`src/hdl/contiguous_first_fit_allocator_macros.svh`:
```
// ---------------------------------------------------------------------------
// Contiguous first-fit allocator assertion macros
// Concurrent checks on the clock, with reset masking.
// ---------------------------------------------------------------------------
`ifndef CONTIGUOUS_FIRST_FIT_ALLOCATOR_MACROS_SVH
`define CONTIGUOUS_FIRST_FIT_ALLOCATOR_MACROS_SVH

`ifndef NO_ASSERTIONS
`define CFFA_ASSERT_IMP(lbl, clk, rstn, ante, cons) \
    lbl: assert property (@(posedge clk) disable iff (!(rstn)) (ante) |-> (cons)) \
        else $error("allocator check failed");
`define CFFA_ASSERT_NXT(lbl, clk, rstn, ante, cons) \
    lbl: assert property (@(posedge clk) disable iff (!(rstn)) (ante) |=> (cons)) \
        else $error("allocator check failed");
`else
`define CFFA_ASSERT_IMP(lbl, clk, rstn, ante, cons)
`define CFFA_ASSERT_NXT(lbl, clk, rstn, ante, cons)
`endif

`endif

```
`src/hdl/cffa_pkg.sv`:
```
// ---------------------------------------------------------------------------
// Contiguous first-fit allocator package
// Field widths, word layout and parameter defaults.
// ---------------------------------------------------------------------------
`default_nettype none

package cffa_pkg;

    localparam int NUM_BLOCKS_DEF     = 64;
    localparam int UNIT_PER_BLOCK_DEF = 4;

    localparam int SIZE_W   = 16;
    localparam int CFG_W    = 7;
    localparam int START_W  = 6;
    localparam int COUNT_W  = 7;
    localparam int DIV_W    = SIZE_W + 1;
    localparam int STEP_W   = $clog2(DIV_W);

    localparam int S_TDATA_W = 16;
    localparam int M_TDATA_W = 24;

    localparam logic [CFG_W-1:0] BLOCKS_IN_USE_RST = 7'd64;

endpackage

`default_nettype wire

```
`src/hdl/contiguous_first_fit_allocator.sv`:
```
// From accepted word to result word: a bit-serial divide, one map rotation to search,
// one rotation to mark and count. The next word is accepted the cycle after the result
// is queued, even while it waits.
// Reset (aresetn low, synchronous): map all free, blocks_in_use = 64.
// ---------------------------------------------------------------------------
// Contiguous first-fit allocator
// Serial search of a rotating block map for the lowest free run of blocks.
// ---------------------------------------------------------------------------
`default_nettype none

`include "contiguous_first_fit_allocator_macros.svh"

module contiguous_first_fit_allocator #(
    parameter int NUM_BLOCKS     = cffa_pkg::NUM_BLOCKS_DEF,
    parameter int UNIT_PER_BLOCK = cffa_pkg::UNIT_PER_BLOCK_DEF
) (
    input  wire logic                           aclk,
    input  wire logic                           aresetn,
    input  wire logic                           cfg_wr_en,
    input  wire logic [cffa_pkg::CFG_W-1:0]     cfg_wr_data,   // blocks_in_use
    input  wire logic                           s_tvalid,
    output logic                                s_tready,
    input  wire logic [cffa_pkg::S_TDATA_W-1:0] s_tdata,       // [15:0] request_size
    output logic                                m_tvalid,
    input  wire logic                           m_tready,
    // [0] granted, [6:1] start_block, [13:7] blocks_granted, [20:14] free_blocks,
    // [23:21] zero
    output logic [cffa_pkg::M_TDATA_W-1:0]      m_tdata
);

    localparam int IW   = (NUM_BLOCKS > 1) ? $clog2(NUM_BLOCKS) : 1;
    localparam int RW   = $clog2(NUM_BLOCKS + 1);
    localparam int NW   = cffa_pkg::DIV_W;
    localparam int UBW  = $clog2(UNIT_PER_BLOCK + 1);
    localparam int UBW1 = UBW + 1;
    localparam int PADW = cffa_pkg::M_TDATA_W - 1 - cffa_pkg::START_W - 2 * cffa_pkg::COUNT_W;

    localparam logic [UBW1-1:0] UPB_V    = UBW1'(UNIT_PER_BLOCK);
    localparam logic [NW-1:0]   ROUND_V  = NW'(UNIT_PER_BLOCK - 1);
    localparam logic [IW-1:0]   LAST_IDX = IW'(NUM_BLOCKS - 1);
    localparam logic [RW-1:0]   NB_V     = RW'(NUM_BLOCKS);
    localparam logic [cffa_pkg::STEP_W-1:0] LAST_STEP = cffa_pkg::STEP_W'(NW - 1);

    typedef enum logic [2:0] {
        ST_IDLE,
        ST_DIV,
        ST_SCAN,
        ST_MARK,
        ST_DONE
    } state_t;

    state_t                          state_reg;
    logic [cffa_pkg::CFG_W-1:0]      blocks_in_use_reg;
    logic [NUM_BLOCKS-1:0]           map_reg;
    logic [NUM_BLOCKS-1:0]           map_next;
    logic [NUM_BLOCKS:0]             map_ext;
    logic [NW-1:0]                   quot_reg;
    logic [UBW-1:0]                  rem_reg;
    logic [cffa_pkg::STEP_W-1:0]     step_reg;
    logic [IW-1:0]                   idx_reg;
    logic [RW-1:0]                   run_reg;
    logic [RW-1:0]                   free_reg;
    logic                            found_reg;
    logic [IW-1:0]                   start_reg;
    logic [IW-1:0]                   end_reg;
    logic                            m_tvalid_reg;
    logic [cffa_pkg::M_TDATA_W-1:0]  m_tdata_reg;

    logic [RW-1:0]   range_w;
    logic            in_range;
    logic [UBW1-1:0] trial;
    logic            trial_ge;
    logic [UBW-1:0]  rem_next;
    logic            need_zero;
    logic            mark_hit;
    logic            new_bit;
    logic            out_free;

    assign range_w   = (int'(blocks_in_use_reg) > NUM_BLOCKS) ? NB_V
                                                               : RW'(blocks_in_use_reg);
    assign in_range  = RW'(idx_reg) < range_w;
    assign trial     = {rem_reg, quot_reg[NW-1]};
    assign trial_ge  = trial >= UPB_V;
    assign rem_next  = trial_ge ? UBW'(trial - UPB_V) : trial[UBW-1:0];
    assign need_zero = (quot_reg == '0);
    assign mark_hit  = found_reg && !need_zero && (idx_reg >= start_reg) && (idx_reg <= end_reg);
    assign new_bit   = map_reg[0] | ((state_reg == ST_MARK) && mark_hit);
    assign map_ext   = {new_bit, map_reg};
    assign map_next  = map_ext[NUM_BLOCKS:1];
    assign out_free  = !m_tvalid_reg || m_tready;

    assign s_tready = (state_reg == ST_IDLE);
    assign m_tvalid = m_tvalid_reg;
    assign m_tdata  = m_tdata_reg;

    always_ff @(posedge aclk) begin
        if (!aresetn) begin
            state_reg         <= ST_IDLE;
            blocks_in_use_reg <= cffa_pkg::BLOCKS_IN_USE_RST;
            map_reg           <= '0;
            m_tvalid_reg      <= 1'b0;
        end else begin
            if (cfg_wr_en) begin
                blocks_in_use_reg <= cfg_wr_data;
            end
            if (m_tvalid_reg && m_tready) begin
                m_tvalid_reg <= 1'b0;
            end
            case (state_reg)
                ST_IDLE: begin
                    if (s_tvalid) begin
                        quot_reg  <= NW'(s_tdata[cffa_pkg::SIZE_W-1:0]) + ROUND_V;
                        rem_reg   <= '0;
                        step_reg  <= '0;
                        state_reg <= ST_DIV;
                    end
                end
                ST_DIV: begin
                    rem_reg  <= rem_next;
                    quot_reg <= {quot_reg[NW-2:0], trial_ge};
                    step_reg <= step_reg + 1'b1;
                    if (step_reg == LAST_STEP) begin
                        idx_reg   <= '0;
                        run_reg   <= '0;
                        found_reg <= 1'b0;
                        start_reg <= '0;
                        end_reg   <= '0;
                        state_reg <= ST_SCAN;
                    end
                end
                ST_SCAN: begin
                    map_reg <= map_next;
                    if (in_range && !found_reg) begin
                        if (!map_reg[0]) begin
                            run_reg <= run_reg + 1'b1;
                            if (need_zero) begin
                                found_reg <= 1'b1;
                                start_reg <= idx_reg;
                                end_reg   <= idx_reg;
                            end else if (NW'(run_reg) + 1'b1 == quot_reg) begin
                                found_reg <= 1'b1;
                                start_reg <= IW'(NW'(idx_reg) + 1'b1 - quot_reg);
                                end_reg   <= idx_reg;
                            end
                        end else begin
                            run_reg <= '0;
                        end
                    end
                    if (idx_reg == LAST_IDX) begin
                        idx_reg   <= '0;
                        free_reg  <= '0;
                        state_reg <= ST_MARK;
                    end else begin
                        idx_reg <= idx_reg + 1'b1;
                    end
                end
                ST_MARK: begin
                    map_reg <= map_next;
                    if (in_range && !new_bit) begin
                        free_reg <= free_reg + 1'b1;
                    end
                    if (idx_reg == LAST_IDX) begin
                        idx_reg   <= '0;
                        state_reg <= ST_DONE;
                    end else begin
                        idx_reg <= idx_reg + 1'b1;
                    end
                end
                ST_DONE: begin
                    if (out_free) begin
                        m_tvalid_reg <= 1'b1;
                        m_tdata_reg  <= {
                            PADW'(0),
                            cffa_pkg::COUNT_W'(free_reg),
                            found_reg ? cffa_pkg::COUNT_W'(quot_reg) : cffa_pkg::COUNT_W'(0),
                            found_reg ? cffa_pkg::START_W'(start_reg) : cffa_pkg::START_W'(0),
                            found_reg
                        };
                        state_reg    <= ST_IDLE;
                    end
                end
                default: begin
                    state_reg <= ST_IDLE;
                end
            endcase
        end
    end

    `CFFA_ASSERT_NXT(a_accept_starts_div, aclk, aresetn, s_tvalid && s_tready, state_reg == ST_DIV)
    `CFFA_ASSERT_IMP(a_refused_is_empty, aclk, aresetn, m_tvalid && !m_tdata[0], m_tdata[13:1] == '0)
    `CFFA_ASSERT_IMP(a_free_within_range, aclk, aresetn, m_tvalid, int'(m_tdata[20:14]) <= int'(range_w))

endmodule

`default_nettype wire

```
`config.mk`:
```
export PLATFORM = sky130hd
export DESIGN_NAME = contiguous_first_fit_allocator
export DESIGN_NICKNAME = d
export VERILOG_FILES = /design/src/hdl/cffa_pkg.sv /design/src/hdl/contiguous_first_fit_allocator.sv
export VERILOG_INCLUDE_DIRS = /design/src /design/src/hdl
export SDC_FILE = /design/constraint.sdc
export NUM_CORES = 1
export LEC_CHECK = 0
export BUFFER_PORTS_ARGS = -buffer_cell sky130_fd_sc_hd__buf_2
export CAP_MARGIN = 5
export CORE_AREA = 2 2 113 115
export CTS_BUF_LIST = sky130_fd_sc_hd__clkbuf_8 sky130_fd_sc_hd__clkbuf_16
export CTS_CLUSTER_SIZE = 40
export DETAILED_ROUTE_END_ITERATION = 8
export DIE_AREA = 0 0 115 117
export GPL_TIMING_DRIVEN = 0
export PLACE_DENSITY_LB_ADDON = 0.2
export SYNTH_ARGS = -nofsm -noshare
export SYNTH_HDL_FRONTEND = slang
export SYNTH_SLANG_ARGS = --single-unit
```
`constraint.sdc`:
```
create_clock -name aclk -period 5.3 [get_ports aclk]
set_input_delay 0.265 -clock aclk [delete_from_list [all_inputs] [get_ports aclk]]
set_output_delay 0.265 -clock aclk [all_outputs]
set_load 0.01 [all_outputs]
```
==> flow_metrics.tcl, run 1 <==
set metrics [dict create \
    arrival_ps 2890 \
    fp.coreArea_sq_um 12300 \
    yosysSeqAreaShare_pct 53.7 \
    grt_pass1_vias 4981 \
    antenna_found_initial 0 \
    wl_per_cell_um 14.0 \
    pwr_density_cell_nw_per_um2 315 \
    largest_reg_flops 64 \
    timing.setup.tns_ps 0 \
    cts_tree "built" \
    slew_headroom_pct 33.3 \
    finalPower_mw 2.61 \
    fmax_ghz 0.368 \
    gp_congestion 0.846 \
    clock_latency_ps 420 \
    synth_area_leader_cell "edfxtp_1" \
    required_ps 5470 \
    finClkSkew_ps 6.93 \
    fp.dieH_um 117 \
    drv_cap 0 \
    critPathKind "reg -> reg" \
    die_area_sq_um 13500 \
    ant_nets 0 \
    final_common_cell "nand2_1" \
    ys_types 47 \
    synth-xor-area-share_pct 4.98 \
    hold_buffers 0 \
    fillers 958 \
    cts_resized 0 \
    slew_violations 0 \
    worst_pin_slew_ps 1000 \
    muxShareOfSynthArea_pct 1.25 \
    cts_buffer_depth 2 \
    grt_pass1_wl_um 22600 \
    synth_top_area_share_pct 32.9 \
    synthesis.area_sq_um 7220 \
    grt.overflow.total 0 \
    setup_violations 0 \
    rsz0062_at_grt "no" \
    route.detailed.drc 0 \
    regArea_sq_um 3870 \
    yosysWarnings 0 \
    status "completed" \
    root_buffer "clkbuf_16" \
    ctsHtreeMaxLevel 4 \
    r2r_slack_ps 2580 \
    synthAdderAreaFrac_pct 5.83 \
    synthFlopType "edfxtp_1" \
    vias 5175 \
    synth_compound_area_share_pct 11.0 \
    drive_gt1_share_pct 12.1 \
    ys_top_cells_by_area "edfxtp_1, dfxtp_1, nand2_1" \
    synth_top_family_by_area "simple AND/OR/NAND/NOR gates" \
    worstSetupStartpointType "flop" \
    synth-simple-area-share_pct 19.4 \
    cts_setup_buffers 0 \
    syn_avg_cell_area_sq_um 9.88 \
    grtUsageTotal_pct 21.5 \
    layout_common_cells "nand2_1, edfxtp_1, dfxtp_1" \
    p_leak_nw 3.06 \
    io_buffers 48 \
    multiInputGateArea_sq_um 3080 \
    reg2regPathDepth 12 \
    start_util_pct 58.6 \
    cp_max_fo 7 \
    dpl.hpwl_um 9490 \
    cp-end-kind "flop" \
    ios 54 \
    ys_async_sr_fraction_pct 0 \
    hold_violations 0 \
    hp-class "in -> reg" \
    clk_pin_slew_ps 60 \
    fin_crit_ps 2720 \
    detail_route.vias_per_cell 5.37 \
    vdd_ir_drop_max_mv 0.221 \
    first_iter_violations 315 \
    ys_seq_elements 154 \
    synth_edf_count 79 \
    final_nets 861 \
    firstDrtPassIters 7 \
    numCtsBuffers 17 \
    antennaDiodeCount 0 \
    area_delta_synth_final_pct 14.5 \
    rows 41 \
    holdWs_ps 57.6 \
    synthCells 730 \
    grt_max_degree 22 \
    hold_depth 3 \
    die_w_um 115 \
    cts.sinks 154 \
    finalWirelength_um 13500 \
    finalCritPeriodShare_pct 51.3 \
]
==> through the flow <==
stage | instance area [sq um] | setup WS [ps] | cells | utilization (%)
after floorplan | 7220 | 2750 | 732 | -
final | 8260 | 2580 | 963 | 67.1
after detailed placement | 7670 | 2620 | 931 | 62.3
after global routing | 8260 | 2420 | 963 | 67.1
after global placement | 7650 | 2170 | 930 | 62.1
after CTS | 8260 | 2570 | 963 | 67.1
==> logic make-up (layout without fill, tap and decap cells) <==
logic type,count (synthesis),after routing
and+or+nand+nor,307,307
DFF,154,154
AOI/OAI and AO/OA,118,118
buffers and inverters,67,148
xor gates and xnor gates,41,41
adders and majority gates,33,33
muxes,9,9
other,1,3
==> worst max-delay path, stage by stage, from the launching register on <==
cell	delay, ps
edfxtp_1	520
inv_1	130
ha_1	290
inv_1	60
ha_1	160
inv_1	60
fa_1	370
nor2b_1	160
o21ai_0	120
nand3_1	90
nor3b_1	290
xnor2_1	180
nor2_1	50
==> Yosys cell counts (all sizes together), types with 2 or more instances <==
cell type	count
nand2b	9
inv	30
and4	2
ha	32
edfxtp	79
or3	2
nor3	10
clkbuf	22
a211oi	2
nand3	23
a311oi	2
dfxtp	75
nor3b	4
mux2i	9
a21o	2
buf	15
xor2	24
nor2	48
nor2b	14
xnor2	17
nand2	156
and3	4
a21oi	17
a21boi	63
o21ai	23
nand4	5
nor4	6
and2	21
==> power by group <==
part	switching [mW]	internal [mW]	total, mW	leakage (nW)
Clock	0.460	0.723	1.18	0.309
Combinational	0.0754	0.0589	0.134	1.39
Sequential	0.0176	1.27	1.29	1.37
==> worst paths after layout <==
kind                                startpoint                   end
worst min-delay path            cfg_wr_data[6]  blocks_in_use_reg[6]
worst max register to register      idx_reg[1]          start_reg[5]
worst min register to register     map_reg[19]           map_reg[18]
worst max-delay path                idx_reg[1]          start_reg[5]
==> layer usage <==
layer  up-vias  wire, um  global-route usage, %
li1       2612         -                      -
met1      2423      5730                   25.7
met2       115      6950                   37.8
met3        25       544                   5.10
met4         0       229                   8.43
met5         -         0                      0
==> final cells by class <==
type / count / area share (%)
clock inverters: 11 / 1.08
clock buffers: 21 / 6.09
well taps: 150 / 2.27
multi-input cells: 511 / 37.2
inverters: 30 / 1.36
flip-flops and latches: 154 / 46.9
repair buffers: 49 / 3.09
plain buffers: 37 / 1.97
Power figures use the tool's default switching activity.
==> run 2, diff against run 1 <==
--- a/config.mk
+++ b/config.mk
@@ -6,13 +6,14 @@
 export SDC_FILE = /design/constraint.sdc
 export NUM_CORES = 1
 export LEC_CHECK = 0
+export ABC_AREA = 1
 export BUFFER_PORTS_ARGS = -buffer_cell sky130_fd_sc_hd__buf_2
 export CAP_MARGIN = 5
-export CORE_AREA = 2 2 113 115
+export CORE_AREA = 2 2 114 116
 export CTS_BUF_LIST = sky130_fd_sc_hd__clkbuf_8 sky130_fd_sc_hd__clkbuf_16
 export CTS_CLUSTER_SIZE = 40
 export DETAILED_ROUTE_END_ITERATION = 8
-export DIE_AREA = 0 0 115 117
+export DIE_AREA = 0 0 116 118
 export GPL_TIMING_DRIVEN = 0
 export PLACE_DENSITY_LB_ADDON = 0.2
 export SYNTH_ARGS = -nofsm -noshare
==> constraint.sdc (replaced) <==
create_clock -name aclk -period 2.7 [get_ports aclk]
set_input_delay 0.135 -clock aclk [delete_from_list [all_inputs] [get_ports aclk]]
set_output_delay 0.135 -clock aclk [all_outputs]
set_load 0.01 [all_outputs]
==> run 2 against run 1 <==
Power grew to 3.2 times the previous value. Via count grew 10%. Cell count is 18% higher. Fmax grew 9.0%. Synthesized cell count is 20% higher. First-iteration DRC count grew 9.5%. Critical path depth is 3 lower. Clock skew rose by 0.94 ps. Critical path type unchanged. Critical endpoint is now free_reg[1]. Highest routed layer unchanged.
==> flow_metrics.tcl, run 2 <==
set metrics [dict create \
    syn_avg_cell_area_sq_um 8.40 \
    slew_headroom_pct 42.4 \
    rows 41 \
    ant_nets 0 \
    cp-end-kind "flop" \
    antennaDiodeCount 0 \
    grtUsageTotal_pct 21.9 \
    clk_pin_slew_ps 60 \
    fp.dieH_um 118 \
    wl_per_cell_um 12.4 \
    synth-xor-area-share_pct 1.91 \
    yosysSeqAreaShare_pct 52.7 \
    final_nets 1018 \
    path_common_cell "nor2_1" \
    required_ps 2760 \
    synthesis.area_sq_um 7350 \
    rsz0062_at_grt "no" \
    hp-class "in -> reg" \
    ys_types 44 \
    synthFlopType "edfxtp_1" \
    first_iter_violations 345 \
    status "completed" \
    pwr_density_cell_nw_per_um2 988 \
    vias 5711 \
    ys_async_sr_fraction_pct 0 \
    finalCritPeriodShare_pct 92.4 \
    synth_top_area_share_pct 32.3 \
    min_from "cfg_wr_en" \
    io_buffers 49 \
    slowest_delay_ps 600 \
    placed_cells 1100 \
    detail_route.vias_per_cell 5.01 \
    synth_edf_count 79 \
    synthCells 875 \
    gp_congestion 0.848 \
    drv_cap 0 \
    synth-simple-area-share_pct 23.3 \
    cp_max_fo 10 \
    area_delta_synth_final_pct 16.6 \
    grt_pass1_vias 5188 \
    yosysMostFrequentCell "nor2_1" \
    fp.coreArea_sq_um 12400 \
    dpl.hpwl_um 9720 \
    cp-startpoint "idx_reg[3]" \
    synth_area_leader_cell "edfxtp_1" \
    slowest_stage "edfxtp_1" \
    firstDrtPassIters 4 \
    r2r_start "idx_reg[3]" \
    hold_violations 0 \
    largest_reg_flops 64 \
    grt_pass1_wl_um 23700 \
    ios 54 \
    clock_latency_ps 420 \
    root_buffer "clkbuf_16" \
    antenna_found_initial 0 \
    worstPathCellList "ha_1 -> nand2_1 -> nor2_1 -> o21ai_0 -> a21oi_1 -> nor2_1 -> nor2_1 -> nand2_1 -> a21oi_2" \
    numCtsBuffers 17 \
    fmax_ghz 0.401 \
    fin_crit_ps 2500 \
    grt.overflow.total 0 \
    finClkSkew_ps 7.87 \
    die_area_sq_um 13700 \
    cts.sinks 154 \
    stdcell_count 1141 \
    finalWirelength_um 14100 \
    post-route-util_pct 69.0 \
    p_leak_nw 4.00 \
    cts_tree "built" \
    synth_common_cells "nor2_1, nand2_1, inv_1, o21ai_0, edfxtp_1" \
    critPathKind "reg -> reg" \
    synthAdderAreaFrac_pct 5.72 \
    setup_violations 0 \
    worstSetupStartpointType "flop" \
    start_util_pct 59.2 \
    arrival_ps 2560 \
    cts_buffer_depth 2 \
    slew_violations 0 \
    drive_gt1_share_pct 12.1 \
    yosysWarnings 0 \
    ctsHtreeMaxLevel 4 \
    vdd_ir_drop_max_mv 0.577 \
    worst_pin_slew_ps 858 \
    final_common_cell "nor2_1" \
    synth_top_family_by_area "simple AND/OR/NAND/NOR gates" \
    muxShareOfSynthArea_pct 0 \
    route.detailed.drc 0 \
    grt_max_degree 19 \
    die_w_um 116 \
    ys_seq_elements 154 \
    synth_compound_area_share_pct 9.21 \
    layout_common_cells "nor2_1, nand2_1, inv_1" \
    ys_top_cells_by_area "edfxtp_1, dfxtp_1, nor2_1" \
]
[run 2: cell types whose count changed in the layout (fill, tap and decap cells not counted), sizes merged, moves of 10 or more]
cell,change
xnor2,-10
and2,-20
nor2b,-14
xor2,-15
a21boi,-63
o21ai,+71
inv,+66
nor2,+176
nand2,-24
[run 2: final cells by class]
cell class                      instances  area [sq um]
Multi-Input combinational cell        593          2990
Clock inverter                          9          58.8
Clock buffer                           22           539
Buffer                                 32           156
Tap cell                              172           215
Sequential cell                       154          3870
Inverter                               98           368
Timing Repair Buffer                   61           368
Fill cell                            1029          3850
[run 2: kinds of logic after synthesis]
logic type / after synthesis
adders and majority gates: 33
other: 1
xor gates and xnor gates: 16
and+or+nand+nor: 411
AOI/OAI and AO/OA: 130
buffers and inverters: 130
DFF: 154
[run 2: path summary, 6_finish.rpt]
kind	to	slack, ps	depth (start not counted)
max	free_reg[1]	200	9
min	blocks_in_use_reg[6]	10	2
max reg2reg	free_reg[1]	200	9
min reg2reg	m_tdata[17]	460	0
[run 2: worst max-delay path, delay by kind of cell (launching register included)]
family	cells	cell delay, ps
adders and majority gates	1	400
and+or+nand+nor	5	480
AOI/OAI and AO/OA	3	640
DFF	1	600
[run 2: repair_timing]
action | CTS | global route
cloned | 0 | 0
endpoints found under the setup margin | 20 | 14
resized for setup | 2 | 1
hold endpoints to repair | 7 | 0
setup buffers | 0 | 3
hold buffers | 7 | 0
[run 2: metal layers]
| metal | wire, um | global-route usage [%] | share of wire, % |
|---|---|---|---|
| met5 | 0 | 0 | 0 |
| met2 | 6770 | 35.4 | 48 |
| met3 | 521 | 5.05 | 3.7 |
| met1 | 6570 | 28.4 | 47 |
| met4 | 263 | 8.33 | 1.9 |
[run 2: per-stage QoR]
step / hold WS, ps / area [sq um] / power (mW) / setup TNS, ps / setup WS (ps)
2_1_floorplan: 248 / 7360 / 5.45 / 0 / 33.0
5_1_grt: 68.7 / 8570 / 9.05 / 0 / 52.3
6_report: 10.1 / 8570 / 8.46 / 0 / 204
4_1_cts: 3.28 / 8540 / 8.48 / 0 / 134
3_5_place_dp: 371 / 7870 / 6.10 / -1630 / -126
3_3_place_gp: 363 / 7820 / 6.01 / -25970 / -560
[run 2: report_power, final]
| group | internal (mW) | switching [mW] |
|---|---|---|
| logic | 0.886 | 1.63 |
| clock network | 1.41 | 0.926 |
| registers | 3.21 | 0.395 |
| total | 5.51 | 2.95 |
